`config.mk`:
```
export PLATFORM = sky130hd
export DESIGN_NAME = dense_graph_shortest_path_core
export DESIGN_NICKNAME = d
export VERILOG_FILES = /design/src/design/dgsp_pkg.sv /design/src/design/dense_graph_shortest_path_core.sv /design/src/design/dgsp_ram.sv /design/src/design/dgsp_ctrl.sv
export VERILOG_INCLUDE_DIRS = /design/src /design/src/design
export SDC_FILE = /design/constraint.sdc
export NUM_CORES = 2
export LEC_CHECK = 0
export ABC_AREA = 0
export BUFFER_PORTS_ARGS = -buffer_cell sky130_fd_sc_hd__clkbuf_2
export CAP_MARGIN = 20
export CORE_ASPECT_RATIO = 1.4
export CORE_MARGIN = 3
export CORE_UTILIZATION = 45
export CTS_BUF_LIST = sky130_fd_sc_hd__clkbuf_4
export CTS_CLUSTER_SIZE = 10
export DETAILED_ROUTE_END_ITERATION = 16
export PLACE_DENSITY = 0.63
export SLEW_MARGIN = 20
export SYNTH_ARGS = -nofsm -noshare
export SYNTH_HDL_FRONTEND = slang
export SYNTH_MEMORY_MAX_BITS = 65536
export SYNTH_SLANG_ARGS = --single-unit
```
`constraint.sdc`:
```
create_clock -name clk -period 11.15 [get_ports clk]
set_input_delay 1.115 -clock clk [delete_from_list [all_inputs] [get_ports clk]]
set_output_delay 1.115 -clock clk [all_outputs]
set_load 0.01 [all_outputs]
```
`src/design/dense_graph_shortest_path_core_assert.svh`:
```
// Assertion macros shared by the shortest path core modules.
`ifndef DENSE_GRAPH_SHORTEST_PATH_CORE_ASSERT_SVH
`define DENSE_GRAPH_SHORTEST_PATH_CORE_ASSERT_SVH
`ifndef SYNTH
`define DGSP_ASSERT_CLK(lbl, ck, rn, prop) \
  lbl: assert property (@(posedge ck) disable iff (!rn) (prop)) \
    else $error("dgsp assertion failed");
`define DGSP_ASSERT(lbl, prop) `DGSP_ASSERT_CLK(lbl, clk, rst_n, prop)
`else
`define DGSP_ASSERT_CLK(lbl, ck, rn, prop)
`define DGSP_ASSERT(lbl, prop)
`endif
`endif

```
`src/design/dgsp_pkg.sv`:
```
// Shared constants, types and state encoding of the shortest path core.
package dgsp_pkg;

  localparam int MAX_VERTICES = 16;
  localparam int WEIGHT_BITS  = 16;
  localparam int DIST_BITS    = 22;
  localparam int VIDX_BITS    = $clog2(MAX_VERTICES);
  localparam int VCNT_BITS    = $clog2(MAX_VERTICES + 1);
  localparam int MAT_DEPTH    = MAX_VERTICES * MAX_VERTICES;
  localparam int MAT_ABITS    = 2 * VIDX_BITS;
  localparam int DENTRY_BITS  = DIST_BITS + 1;

  localparam logic [DIST_BITS-1:0] DIST_INF = '1;

  // Request operation codes
  localparam logic OP_LOAD    = 1'b0;
  localparam logic OP_COMPUTE = 1'b1;

  typedef enum logic [2:0] {
    ST_CLEAR,
    ST_IDLE,
    ST_INIT,
    ST_PICK,
    ST_MARK,
    ST_RELAX,
    ST_OUT_RD,
    ST_OUT_LD
  } state_t;

  typedef struct packed {
    logic                   done;
    logic [DIST_BITS-1:0]   dval;
  } dist_entry_t;

  typedef struct packed {
    logic                   we;
    logic [MAT_ABITS-1:0]   waddr;
    logic [WEIGHT_BITS-1:0] wdata;
    logic [MAT_ABITS-1:0]   raddr;
  } mat_req_t;

  typedef struct packed {
    logic                   we;
    logic [VIDX_BITS-1:0]   waddr;
    dist_entry_t            wdata;
    logic [VIDX_BITS-1:0]   raddr;
  } dist_req_t;

  typedef struct packed {
    logic                   load;
    logic [VIDX_BITS-1:0]   vertex;
    logic                   last;
  } out_ctl_t;

endpackage

```
`src/design/dense_graph_shortest_path_core.sv`:
```
// Top level of the dense graph shortest path core.
// Use:
//   Input channel (in_valid/in_ready): a request with in_operation = load writes
//   in_weight into matrix entry (in_from_vertex, in_to_vertex); zero means no
//   edge. A compute request runs shortest paths from vertex 0 over the first
//   vertex_count vertices and yields one result per vertex, in vertex order.
//   Result channel (out_valid/out_ready): out_vertex, out_distance (all ones when
//   unreachable), out_reachable, and out_last on the final result of a run.
//   cfg_we/cfg_wdata write vertex_count (0 acts as 1, above 16 acts as 16).
// Operation:
//   Each compute round sweeps the distance memory once to pick the nearest
//   unvisited vertex and, unless none is reachable, once more to relax its
//   row, one entry per cycle through its single read port. Each result is
//   read from the distance memory and then loaded into the output register.
// Reset and stall:
//   After reset a clearing pass zeroes all 256 weight matrix entries with
//   in_ready low. A stalled receiver holds the output register and pauses the
//   readout; the next request is taken while the last result still waits.
`include "dense_graph_shortest_path_core_assert.svh"
module dense_graph_shortest_path_core (
  input  logic        clk,
  input  logic        rst_n,
  input  logic        in_valid,
  output logic        in_ready,
  input  logic        in_operation,
  input  logic [3:0]  in_from_vertex,
  input  logic [3:0]  in_to_vertex,
  input  logic [15:0] in_weight,
  output logic        out_valid,
  input  logic        out_ready,
  output logic [3:0]  out_vertex,
  output logic [21:0] out_distance,
  output logic        out_reachable,
  output logic        out_last,
  input  logic        cfg_we,
  input  logic [4:0]  cfg_wdata
);

  logic [4:0]                      vcount_r;
  logic                            out_valid_r;
  logic [3:0]                      out_vertex_r;
  logic [dgsp_pkg::DIST_BITS-1:0]  out_distance_r;
  logic                            out_reachable_r;
  logic                            out_last_r;

  dgsp_pkg::mat_req_t              mreq;
  dgsp_pkg::dist_req_t             dreq;
  dgsp_pkg::out_ctl_t              octl;
  logic [dgsp_pkg::WEIGHT_BITS-1:0] mrd;
  logic [dgsp_pkg::DENTRY_BITS-1:0] drd_raw;
  dgsp_pkg::dist_entry_t           drd;
  logic                            out_free;

  assign drd      = dgsp_pkg::dist_entry_t'(drd_raw);
  assign out_free = !out_valid_r || out_ready;

  // Weight matrix
  dgsp_ram #(
    .WIDTH (dgsp_pkg::WEIGHT_BITS),
    .DEPTH (dgsp_pkg::MAT_DEPTH)
  ) u_mat_ram (
    .clk   (clk),
    .we    (mreq.we),
    .waddr (mreq.waddr),
    .wdata (mreq.wdata),
    .raddr (mreq.raddr),
    .rdata (mrd)
  );

  // Distance and visited flag per vertex
  dgsp_ram #(
    .WIDTH (dgsp_pkg::DENTRY_BITS),
    .DEPTH (dgsp_pkg::MAX_VERTICES)
  ) u_dist_ram (
    .clk   (clk),
    .we    (dreq.we),
    .waddr (dreq.waddr),
    .wdata (dreq.wdata),
    .raddr (dreq.raddr),
    .rdata (drd_raw)
  );

  dgsp_ctrl u_ctrl (
    .clk            (clk),
    .rst_n          (rst_n),
    .in_valid       (in_valid),
    .in_ready       (in_ready),
    .in_operation   (in_operation),
    .in_from_vertex (in_from_vertex),
    .in_to_vertex   (in_to_vertex),
    .in_weight      (in_weight),
    .cfg_count      (vcount_r),
    .out_free       (out_free),
    .mrd            (mrd),
    .drd            (drd),
    .mreq           (mreq),
    .dreq           (dreq),
    .octl           (octl)
  );

  // Hold the vertex count register
  always_ff @(posedge clk) begin
    if (!rst_n) begin
      vcount_r <= 5'd16;
    end else if (cfg_we) begin
      vcount_r <= cfg_wdata;
    end
  end

  // Track the output register occupancy
  always_ff @(posedge clk) begin
    if (!rst_n) begin
      out_valid_r <= 1'b0;
    end else if (octl.load) begin
      out_valid_r <= 1'b1;
    end else if (out_ready) begin
      out_valid_r <= 1'b0;
    end
  end

  // Load the result fields
  always_ff @(posedge clk) begin
    if (octl.load) begin
      out_vertex_r    <= 4'(octl.vertex);
      out_distance_r  <= drd.dval;
      out_reachable_r <= (drd.dval != dgsp_pkg::DIST_INF);
      out_last_r      <= octl.last;
    end
  end

  assign out_valid     = out_valid_r;
  assign out_vertex    = out_vertex_r;
  assign out_distance  = 22'(out_distance_r);
  assign out_reachable = out_reachable_r;
  assign out_last      = out_last_r;

  `DGSP_ASSERT(a_out_load_free, octl.load |-> !out_valid_r)

endmodule

```
`src/design/dgsp_ram.sv`:
```
// Generic simple dual-port RAM with registered read data.
module dgsp_ram #(
  parameter int WIDTH = 16,
  parameter int DEPTH = 256
) (
  input  logic                     clk,
  input  logic                     we,
  input  logic [$clog2(DEPTH)-1:0] waddr,
  input  logic [WIDTH-1:0]         wdata,
  input  logic [$clog2(DEPTH)-1:0] raddr,
  output logic [WIDTH-1:0]         rdata
);

  logic [WIDTH-1:0] mem [DEPTH];
  logic [WIDTH-1:0] rdata_r;

  // Write one entry, register the read
  always_ff @(posedge clk) begin
    if (we) begin
      mem[waddr] <= wdata;
    end
    rdata_r <= mem[raddr];
  end

  assign rdata = rdata_r;

endmodule

```
`src/design/dgsp_ctrl.sv`:
```
// Sequencer and datapath: matrix clear, loads, min search, relaxation, readout.
`include "dense_graph_shortest_path_core_assert.svh"
module dgsp_ctrl (
  input  logic                              clk,
  input  logic                              rst_n,
  input  logic                              in_valid,
  output logic                              in_ready,
  input  logic                              in_operation,
  input  logic [3:0]                        in_from_vertex,
  input  logic [3:0]                        in_to_vertex,
  input  logic [15:0]                       in_weight,
  input  logic [4:0]                        cfg_count,
  input  logic                              out_free,
  input  logic [dgsp_pkg::WEIGHT_BITS-1:0]  mrd,
  input  dgsp_pkg::dist_entry_t             drd,
  output dgsp_pkg::mat_req_t                mreq,
  output dgsp_pkg::dist_req_t               dreq,
  output dgsp_pkg::out_ctl_t                octl
);

  dgsp_pkg::state_t state_r, state_nxt;

  logic [dgsp_pkg::MAT_ABITS-1:0] clr_r,   clr_nxt;
  logic [dgsp_pkg::VCNT_BITS-1:0] n_r,     n_nxt;
  logic [dgsp_pkg::VCNT_BITS-1:0] idx_r,   idx_nxt;
  logic [dgsp_pkg::VCNT_BITS-1:0] round_r, round_nxt;
  logic                           pv_r,    pv_nxt;
  logic [dgsp_pkg::VIDX_BITS-1:0] pidx_r,  pidx_nxt;
  logic [dgsp_pkg::VIDX_BITS-1:0] u_r,     u_nxt;
  logic [dgsp_pkg::DIST_BITS-1:0] best_r,  best_nxt;
  logic                           found_r, found_nxt;

  logic                           acc_load;
  logic                           acc_comp;
  logic                           ld_ok;
  logic                           idx_live;
  logic                           scan_end;
  logic                           round_last;
  logic                           idx_final;
  logic [dgsp_pkg::VCNT_BITS-1:0] n_clamp;
  logic [dgsp_pkg::DIST_BITS:0]   sum_w;
  logic [dgsp_pkg::DIST_BITS-1:0] sum_sat;
  logic                           rlx_upd;

  // Decode accepted requests and common conditions
  assign in_ready   = (state_r == dgsp_pkg::ST_IDLE);
  assign acc_load   = in_valid && in_ready && (in_operation == dgsp_pkg::OP_LOAD);
  assign acc_comp   = in_valid && in_ready && (in_operation == dgsp_pkg::OP_COMPUTE);
  assign ld_ok      = (int'(in_from_vertex) < dgsp_pkg::MAX_VERTICES) &&
                      (int'(in_to_vertex) < dgsp_pkg::MAX_VERTICES);
  assign idx_live   = (idx_r < n_r);
  assign scan_end   = (idx_r == n_r) && !pv_r;
  assign idx_final  = (idx_r == n_r - dgsp_pkg::VCNT_BITS'(1));
  assign round_last = ({1'b0, round_r} + (dgsp_pkg::VCNT_BITS+1)'(2)) >= {1'b0, n_r};

  // Clamp the vertex count into 1..MAX_VERTICES
  always_comb begin
    if (cfg_count == 5'd0) begin
      n_clamp = dgsp_pkg::VCNT_BITS'(1);
    end else if (int'(cfg_count) > dgsp_pkg::MAX_VERTICES) begin
      n_clamp = dgsp_pkg::VCNT_BITS'(dgsp_pkg::MAX_VERTICES);
    end else begin
      n_clamp = dgsp_pkg::VCNT_BITS'(cfg_count);
    end
  end

  // Relax candidate: saturate the path sum just below infinity
  assign sum_w   = {1'b0, best_r} + (dgsp_pkg::DIST_BITS+1)'(mrd);
  assign sum_sat = (sum_w >= {1'b0, dgsp_pkg::DIST_INF}) ?
                   (dgsp_pkg::DIST_INF - dgsp_pkg::DIST_BITS'(1)) :
                   sum_w[dgsp_pkg::DIST_BITS-1:0];
  assign rlx_upd = pv_r && (mrd != '0) && !drd.done && (sum_sat < drd.dval);

  // Next state
  always_comb begin
    state_nxt = state_r;
    unique case (state_r)
      dgsp_pkg::ST_CLEAR: begin
        if (clr_r == '1) state_nxt = dgsp_pkg::ST_IDLE;
      end
      dgsp_pkg::ST_IDLE: begin
        if (acc_comp) state_nxt = dgsp_pkg::ST_INIT;
      end
      dgsp_pkg::ST_INIT: begin
        if (idx_final) begin
          state_nxt = (n_r == dgsp_pkg::VCNT_BITS'(1)) ? dgsp_pkg::ST_OUT_RD : dgsp_pkg::ST_PICK;
        end
      end
      dgsp_pkg::ST_PICK: begin
        if (scan_end) state_nxt = dgsp_pkg::ST_MARK;
      end
      dgsp_pkg::ST_MARK: begin
        if (best_r == dgsp_pkg::DIST_INF) begin
          state_nxt = round_last ? dgsp_pkg::ST_OUT_RD : dgsp_pkg::ST_PICK;
        end else begin
          state_nxt = dgsp_pkg::ST_RELAX;
        end
      end
      dgsp_pkg::ST_RELAX: begin
        if (scan_end) state_nxt = round_last ? dgsp_pkg::ST_OUT_RD : dgsp_pkg::ST_PICK;
      end
      dgsp_pkg::ST_OUT_RD: begin
        if (out_free) state_nxt = dgsp_pkg::ST_OUT_LD;
      end
      dgsp_pkg::ST_OUT_LD: begin
        if (idx_final) state_nxt = dgsp_pkg::ST_IDLE;
        else           state_nxt = dgsp_pkg::ST_OUT_RD;
      end
      default: state_nxt = dgsp_pkg::ST_CLEAR;
    endcase
  end

  // Memory requests, counters and search registers
  always_comb begin
    clr_nxt   = clr_r;
    n_nxt     = n_r;
    idx_nxt   = idx_r;
    round_nxt = round_r;
    pv_nxt    = 1'b0;
    pidx_nxt  = pidx_r;
    u_nxt     = u_r;
    best_nxt  = best_r;
    found_nxt = found_r;

    mreq       = '0;
    mreq.raddr = {u_r, idx_r[dgsp_pkg::VIDX_BITS-1:0]};
    dreq       = '0;
    dreq.raddr = idx_r[dgsp_pkg::VIDX_BITS-1:0];
    octl       = '0;

    unique case (state_r)
      dgsp_pkg::ST_CLEAR: begin
        mreq.we    = 1'b1;
        mreq.waddr = clr_r;
        clr_nxt    = clr_r + dgsp_pkg::MAT_ABITS'(1);
      end
      dgsp_pkg::ST_IDLE: begin
        // Store one weight, or latch the vertex count for a new run
        if (acc_load && ld_ok) begin
          mreq.we    = 1'b1;
          mreq.waddr = {dgsp_pkg::VIDX_BITS'(in_from_vertex),
                        dgsp_pkg::VIDX_BITS'(in_to_vertex)};
          mreq.wdata = dgsp_pkg::WEIGHT_BITS'(in_weight);
        end
        if (acc_comp) begin
          n_nxt   = n_clamp;
          idx_nxt = '0;
        end
      end
      dgsp_pkg::ST_INIT: begin
        dreq.we         = 1'b1;
        dreq.waddr      = idx_r[dgsp_pkg::VIDX_BITS-1:0];
        dreq.wdata.done = 1'b0;
        dreq.wdata.dval = (idx_r == '0) ? '0 : dgsp_pkg::DIST_INF;
        idx_nxt         = idx_r + dgsp_pkg::VCNT_BITS'(1);
        if (idx_final) begin
          idx_nxt   = '0;
          round_nxt = '0;
          found_nxt = 1'b0;
        end
      end
      dgsp_pkg::ST_PICK: begin
        // Sweep the distances, keep the first unvisited minimum
        if (idx_live) begin
          pv_nxt   = 1'b1;
          pidx_nxt = idx_r[dgsp_pkg::VIDX_BITS-1:0];
          idx_nxt  = idx_r + dgsp_pkg::VCNT_BITS'(1);
        end
        if (pv_r && !drd.done && (!found_r || (drd.dval < best_r))) begin
          best_nxt  = drd.dval;
          u_nxt     = pidx_r;
          found_nxt = 1'b1;
        end
        if (scan_end) idx_nxt = '0;
      end
      dgsp_pkg::ST_MARK: begin
        dreq.we         = 1'b1;
        dreq.waddr      = u_r;
        dreq.wdata.done = 1'b1;
        dreq.wdata.dval = best_r;
        idx_nxt         = '0;
        if (best_r == dgsp_pkg::DIST_INF) begin
          round_nxt = round_r + dgsp_pkg::VCNT_BITS'(1);
          found_nxt = 1'b0;
        end
      end
      dgsp_pkg::ST_RELAX: begin
        // Read row entry and distance, write back an improved distance in the next cycle
        if (idx_live) begin
          pv_nxt   = 1'b1;
          pidx_nxt = idx_r[dgsp_pkg::VIDX_BITS-1:0];
          idx_nxt  = idx_r + dgsp_pkg::VCNT_BITS'(1);
        end
        if (rlx_upd) begin
          dreq.we         = 1'b1;
          dreq.waddr      = pidx_r;
          dreq.wdata.done = 1'b0;
          dreq.wdata.dval = sum_sat;
        end
        if (scan_end) begin
          idx_nxt   = '0;
          round_nxt = round_r + dgsp_pkg::VCNT_BITS'(1);
          found_nxt = 1'b0;
        end
      end
      dgsp_pkg::ST_OUT_RD: begin
        dreq.raddr = idx_r[dgsp_pkg::VIDX_BITS-1:0];
      end
      dgsp_pkg::ST_OUT_LD: begin
        octl.load   = 1'b1;
        octl.vertex = idx_r[dgsp_pkg::VIDX_BITS-1:0];
        octl.last   = idx_final;
        idx_nxt     = idx_r + dgsp_pkg::VCNT_BITS'(1);
      end
      default: begin
        clr_nxt = '0;
      end
    endcase
  end

  // Control registers
  always_ff @(posedge clk) begin
    if (!rst_n) begin
      state_r <= dgsp_pkg::ST_CLEAR;
      clr_r   <= '0;
      n_r     <= dgsp_pkg::VCNT_BITS'(dgsp_pkg::MAX_VERTICES);
      idx_r   <= '0;
      round_r <= '0;
      pv_r    <= 1'b0;
      found_r <= 1'b0;
    end else begin
      state_r <= state_nxt;
      clr_r   <= clr_nxt;
      n_r     <= n_nxt;
      idx_r   <= idx_nxt;
      round_r <= round_nxt;
      pv_r    <= pv_nxt;
      found_r <= found_nxt;
    end
  end

  // Search payload registers
  always_ff @(posedge clk) begin
    pidx_r <= pidx_nxt;
    u_r    <= u_nxt;
    best_r <= best_nxt;
  end

  `DGSP_ASSERT(a_mat_wr_src, mreq.we |-> (state_r == dgsp_pkg::ST_CLEAR) || acc_load)
  `DGSP_ASSERT(a_mark_found, (state_r == dgsp_pkg::ST_MARK) |-> found_r)
  `DGSP_ASSERT(a_relax_open, (state_r == dgsp_pkg::ST_RELAX) && dreq.we |-> !drd.done && pv_r)

endmodule
```
# [Word-level counts from Yosys, hierarchy flattened]
# Memory sizes are Yosys's and may differ from the RTL's. A register that Yosys moved wholly into a read port is not among the register bits.
# Cells that the tools add are included.
[word_totals] out_inout_bits=30 n_memories=2 input_bits=35 register_bits=92 ramBits=4464
[classes] n_reduce_logical=32 muxes=42 n_addsub=6 n_bitwise=1 n_lt_le_gt_ge=6 eq_ne=22
[memory_table] name="u_mat_ram.mem" depth=256 word_bits=16 read_ports=1 rd_clocked_by_memory_dff=1 wr=1 line_no="dgsp_ram.sv:14" rtl="logic [WIDTH-1:0] mem [DEPTH];"
[memory_table] name="u_dist_ram.mem" depth=16 word_bits=23 read_ports=1 rd_clocked_by_memory_dff=1 wr=1 line_no="dgsp_ram.sv:14"
[ops] op="one-hot mux 28 bit (3 select lines)" n=1
[ops] op="2-to-1 mux 5 bit" n=9
[ops] op="less-than comparator 22 bit" n=2
[ops] op="2-to-1 mux 22 bit" n=2
[ops] op="2-to-1 mux 3 bit" n=10
[ops] op="2-to-1 mux 28 bit" n=1
[ops] op="2-to-1 mux 25 bit" n=1
[ops] op="one-hot mux 5 bit (5 select lines)" n=1
[ops] op="one-hot mux 3 bit (8 select lines)" n=1
[ops] op="adder 22 x 16 -> 23 bit" n=1
[ops] op=">= comparator 23 x 22 -> 1 bit (second input constant)" n=1
[ops] op="== test 22 bit (second input constant)" n=1
[ops] op="!= test 22 bit (second input constant)" n=1
[ops] op="one-hot mux 9 bit (2 select lines)" n=1
[ops] op="2-to-1 mux 16 bit" n=1
[ops] op="nonzero test 16 bit" n=1
[ops] op="one-hot mux 5 bit (3 select lines)" n=1
[ops] op="== test 3 bit (second input constant)" n=4
[ops] op="!= test 2 x 1 -> 1 bit (second input constant)" n=6
[ops] op="2-to-1 mux 1 bit" n=11
[ops] op="adder 5 x 1 -> 5 bit (second input constant)" n=2
[ops] op="== test 5 bit" n=2
[ops] op="zero test 5 bit" n=2
[ops] op="logical AND 1 bit" n=9
[ops] op="28 further kinds" n=37

# [Logic depth before layout (Yosys ltp)]
[depth] word_depth=9 ltp_mapped=25 depth_no_buf=23

# [By module]
# A second synthesis with hierarchy kept.
[hier_totals] hier_cells=8747 hier_area_um2=180205.3
[modules_own_cells] mod="dgsp_ram at u_mat_ram" seq_area_each_um2=123318.3 area_each_um2=158714.7 cells_per_inst=7360 instances=1
[modules_own_cells] mod="dgsp_ram at u_dist_ram" seq_area_each_um2=11511.0 area_each_um2=14308.7 cells_per_inst=608 instances=1
[modules_own_cells] mod="dgsp_ctrl" seq_area_each_um2=1461.4 area_each_um2=6073.3 cells_per_inst=724 instances=1
[modules_own_cells] mod="dense_graph_shortest_path_core" seq_area_each_um2=960.9 area_each_um2=1108.6 cells_per_inst=55 instances=1

# [Worst setup path after synthesis]
# Ideal clock, no wire load.
[synth_path] kind="reg-to-reg" start="register u_ctrl.best_r[0] (netlist bit)" end="memory u_dist_ram.mem[5][0] (netlist bit), enable pin" t_arrival_ns=7.304 stages_incl_launch_ff=26 path_buffers=2 setup_time_ns=0.462 synth_period_minus_slack_ns=7.766 required_ns=10.688 slack_ns=3.384 path_cell_list="edfxtp_1 -> ha_1 -> inv_1 -> fa_1 -> nor2b_4 -> o31a_1 -> o21a_1 -> nor4_1 -> or4b_1 -> nor4_2 -> nand3_1 -> o21a_1 -> buf_2 -> nand2_1 -> ha_1 -> a21o_1 -> a21o_1 -> a21o_1 -> a21oi_1 -> o2111ai_1 -> or4_1 -> a221o_1 -> o21ai_4 -> buf_6 -> a21oi_2 -> nor4_1"
[synth_between] elab_chain_cells=9
[synth_lines] item="from (decl)" line_no="dgsp_ctrl.sv:30" rtl="logic [dgsp_pkg::DIST_BITS-1:0] best_r, best_nxt;"
[synth_lines] item="from (signal assigned)" line_no="dgsp_ctrl.sv:246" rtl="best_r <= best_nxt;"
[synth_lines] item="adder 22 x 16 -> 23 bit *" line_no="dgsp_ctrl.sv:68" rtl="assign sum_w = {1'b0, best_r} + (dgsp_pkg::DIST_BITS+1)'(mrd);"
[synth_lines] item=">= comparator 23 x 22 -> 1 bit" line_no="dgsp_ctrl.sv:69" rtl="assign sum_sat = (sum_w >= {1'b0, dgsp_pkg::DIST_INF}) ?"
[synth_lines] item="2-to-1 mux 22 bit *" line_no="dgsp_ctrl.sv:69"
[synth_lines] item="less-than comparator 22 bit *" line_no="dgsp_ctrl.sv:72" rtl="assign rlx_upd = pv_r && (mrd != '0) && !drd.done && (sum_sat < drd.dval);"
[synth_lines] item="logical AND 1 bit *" line_no="dgsp_ctrl.sv:72"
[synth_lines] item="2-to-1 mux 28 bit *" line_no="dgsp_ctrl.sv:194" rtl="if (rlx_upd) begin"
[synth_lines] item="one-hot mux 28 bit (3 select lines) *" line_no="dgsp_ctrl.sv:131" rtl="unique case (state_r)"
[synth_lines] item="2-to-1 mux 1 bit" line_no="dgsp_ram.sv:19" rtl="if (we) begin"
[synth_lines] item="2-to-1 mux 1 bit (not written as such)" line_no="dgsp_ram.sv:20" rtl="mem[waddr] <= wdata;"
[synth_lines] item="to (decl)" line_no="dgsp_ram.sv:14"
# Every way passes the cells marked *; elsewhere a longest branch is shown, timed or not.

# [Worst setup path after layout]
[layout_path] start="register u_ctrl.best_r[0] (netlist bit)" end="memory u_dist_ram.mem[3][19] (netlist bit), enable pin"
# Same word-level chain as after synthesis.

==> key figures <==
Critical path
  – Setup crit end kind: flip-flop
  – Reg2reg start: u_ctrl.best_r[0]
  – CP max FO: 23
  – FF-to-FF setup slack: 3.05 ns
  – Reg2reg end: u_dist_ram.mem[3][19]
  – Worst Path Required: 12.20 ns
  – Critical path type: flip-flop to flip-flop
  – Worst Setup SP: u_ctrl.best_r[0]
  – Arrival time worst endpoint: 9.15 ns
  – Sequence of cells on the critical path: ha_1 > inv_1 > fa_1 > nor2b_4 > o31ai_1 > a21boi_0 > o31ai_1 > xor2_1 > nor4_1 > nand3_1 > o21a_1 > nand2_1 > ha_1 > a21o_1 > a21o_1 > a21o_1 > a21oi_1 > o2111ai_1 > or4_1 > a221o_1 > o21ai_4 > buf_4 > o21ai_0 > nor2_4
  – CP startpoint kind: flip-flop
  – FF-to-FF path depth: 24
  – CP peak stage delay: 0.92 ns
  – CP max stage cell: nor2_4
  – Buf/Inv on CP: 2
  – Delay-heaviest family, CP: compound AO/OA/AOI/OAI gates
  – Cell mode on critical path: a21o_1

Drt
  – Routed WL: 455000 um
  – Wire per inst: 31.2 um
  – ANT nets after route: 0
  – DR DRC count: 0
  – Max layer used: met5
  – Total iterations of the first detailed-routing run: 6
  – Routed via count: 86200
  – WL met3: 33600 um
  – Vias per inst: 5.91
  – Metal-1 WL: 165000 um
  – Met2 Wirelength: 242000 um
  – Detailed Route Iter0 Violations: 9220

Power
  – Pwr dens: 165 nW/um^2
  – Peak supply drop: 0.000103 V
  – Leak Pwr: 59.2 nW

Yosys
  – Post-Synth XOR/XNOR Area: 0.148%
  – Cells after Synth: 7486
  – Post-synthesis mux area share: 18.6%
  – Syn_area_per_cell: 23.8 um^2
  – Seq/Total Area, Yosys: 77.1%
  – Post-Syn Nets: 7597
  – Yosys reg bits: 4595
  – Synth Area in Adders: 0.538%
  – Top_reg_cell synth: edfxtp_1
  – Netlist cell types: 67
  – Post-Synth Simple-Gate Area: 1.55%
  – Main combinational cell family by area after synthesis: multiplexers
  – Asr flop ratio synth: 0%
  – Yosys warnings: 0
  – Cell Area, Synth: 178000 um^2
  – Compound-Gate Fraction of Synth Area: 0.974%
  – Number of flops mapped to enable cells by yosys: 4522

Die
  – I/O pin count: 65
  – Die Height: 750 um
  – Die Area: 403000 um^2
  – Die width: 538 um
  – Row Count: 272
  – Core Area: 393000 um^2
  – Initial Util: 45.3%

Timing
  – Slew Limit Headroom: 22.5%
  – Worst setup margin: 3.05 ns
  – Total count of hold-check failures in the final report: 0
  – Final period utilization: 72.6%
  – Final setup fails: 0
  – Post-route setup TNS: 0 ns
  – Fin crit period: 8.10 ns
  – Slew @ Worst Pin: 1.13 ns
  – RSZ-0062 raised after global routing: false
  – Setup Skew: 0.0916 ns
  – Fmax achieved: 123 MHz
  – Final Max Slew Viols: 0

Hold path
  – HP Start: rst_n
  – Hold worst-path end: u_ctrl.n_r[4]
  – Hold Path Depth: 2
  – Worst Hold Class: primary input to flip-flop

CTS
  – TritonCTS Sinks: 4595
  – CTS resizes: 0
  – CTS Buf Count: 1062
  – CTS tree: done
  – Clock Tree Buf Depth: 4
  – CTS Hold Bufs: 13
  – H-tree depth: 7
  – Worst skew pair latency: 1.50 ns
  – Clock root cell: clkbuf_4
  – Buffers inserted during post-CTS setup optimization: 0
  – Clock Pin Slew Worst Setup and Hold Paths: 0.06 ns

Status
  – Status: finished clean

GRT
  – GRT Total Usage: 22.6%
  – Initial antenna violation count: 44
  – Vias in the first global route: 91000
  – Global-route wire length before repair: 652000 um
  – Largest net degree at the start of global routing: 208
  – GRT overflow: 0

Job
  – Max cap viols: 0

Final layout
  – Fin area: 200000 um^2
  – Layout cells sized above 1: 39.4%
  – Nets: 8734
  – Post-layout util: 51.0%
  – Area growth, synth to finish: 12.6%

Placement
  – Final HPWL DP: 266000 um
  – DP Worst Slack: 3.04 ns
  – GPL Wtd Cong: 0.835
  – PortBufs: 64
  – Post-placement cell area: 187000 um^2
logic make-up (layout without fill, tap and decap cells):
logic type / after synthesis / after routing
other: 0 / 39
adder cells (fa/ha/maj): 76 / 76
buffers and inverters: 457 / 2315
flip-flops: 4595 / 4595
AO/OA/AOI/OAI: 247 / 247
AND/OR/NAND/NOR: 596 / 596
XOR/XNOR: 30 / 30
multiplexers: 1485 / 1485
power breakdown:
| group | switching [mW] | leakage [nW] | internal [mW] |
|---|---|---|---|
| clock | 6.35 | 7.80 | 6.81 |
| sequential | 0.0392 | 39.9 | 19.0 |
| combinational | 0.756 | 11.6 | 0.220 |
per-stage QoR:
stage / power [mW] / hold slack [ns] / std cells
2_1_floorplan: 19.8 / 0.431 / 7486
3_5_place_dp: 20.4 / 0.548 / 12700
3_3_place_gp: 20.3 / 0.525 / 12700
6_report: 33.1 / 0.217 / 14600
4_1_cts: 33.5 / 0.00905 / 14500
5_1_grt: 34.4 / 0.153 / 14600
routing by layer:
| metal | up-vias | track usage [%] |
|---|---|---|
| li1 | 35200 | - |
| met1 | 46300 | 28.1 |
| met2 | 4005 | 39.4 |
| met3 | 702 | 4.36 |
| met4 | 18 | 8.25 |
| met5 | - | 0 |
sequential cells by signal (all words and copies together), names as in the netlist, 8 cells and up:
register and count:
out_distance 22, u_ctrl.best_r 22, u_ctrl.clr_r 8, u_dist_ram.mem 368, u_dist_ram.rdata 23, u_mat_ram.mem 4096
u_mat_ram.rdata 16
worst max-delay path by stage:
stage                                 end  slack (ns)  cells past startpoint
floorplan            u_dist_ram.mem[5][0]        3.38                     25
global placement     u_dist_ram.mem[3][9]        3.06                     24
detailed placement  u_dist_ram.mem[3][22]        3.04                     24
CTS                  u_dist_ram.mem[3][5]        2.99                     24
global route        u_dist_ram.mem[3][12]        2.69                     24
finish              u_dist_ram.mem[3][19]        3.05                     24
layout make-up:
| type | count | area (um^2) |
|---|---|---|
| well taps | 5206 | 6510 |
| flip-flops and latches | 4595 | 137000 |
| diodes | 39 | 97.6 |
| inverters | 57 | 214 |
| multi-input cells | 2434 | 39400 |
| clock inverters | 287 | 1910 |
| clock buffers | 1498 | 11200 |
| fillers | 30900 | 193000 |
| repair buffers | 473 | 3790 |
synth_stat cells, types with 10 or more instances:
cell type / instances / area share (%)
a21o_1: 32 / 0.13
ha_1: 75 / 0.53
and2_1: 35 / 0.12
dfxtp_1: 73 / 0.82
mux2i_1: 21 / 0.12
nand3_1: 17 / 0.048
xor2_1: 15 / 0.074
o21ai_0: 47 / 0.13
a21oi_1: 53 / 0.15
nor2b_1: 32 / 0.11
o21a_1: 10 / 0.042
nand4_1: 19 / 0.067
buf_1: 49 / 0.10
clkbuf_1: 207 / 0.44
nor3_1: 23 / 0.065
edfxtp_1: 4522 / 76
nand2b_1: 11 / 0.039
xnor2_1: 15 / 0.074
buf_2: 136 / 0.38
inv_1: 57 / 0.12
nor4_1: 17 / 0.060
a211oi_1: 16 / 0.067
a221o_1: 22 / 0.12
and3_1: 10 / 0.035
nand2_1: 99 / 0.21
mux4_2: 1462 / 18
nor2_1: 296 / 0.62
worst reg2reg max path: cells and delay by family, from the launching register on:
kind	cells	cell delay, ns
AO/OA/AOI/OAI	12	3.54
adder cells (fa/ha/maj)	3	0.76
AND/OR/NAND/NOR	6	2.38
flip-flops	1	0.45
buffers and inverters	2	0.43
XOR/XNOR	1	0.13
cell usage in the layout (no fill, tap or decap), types with 28 or more instances in the layout:
cell / instances
edfxtp_1: 4522
clkbuf_4: 1498
mux4_2: 1462
buf_4: 362
nor2_1: 209
clkinv_1: 191
nand2_1: 83
ha_1: 75
nor2_2: 69
dfxtp_1: 69
clkbuf_2: 64
inv_1: 57
a21oi_1: 52
o21ai_0: 47
diode_2: 39
a21o_1: 32
nor2b_1: 32
inv_2: 28
Note: power is estimated with default switching activity, not from simulation.
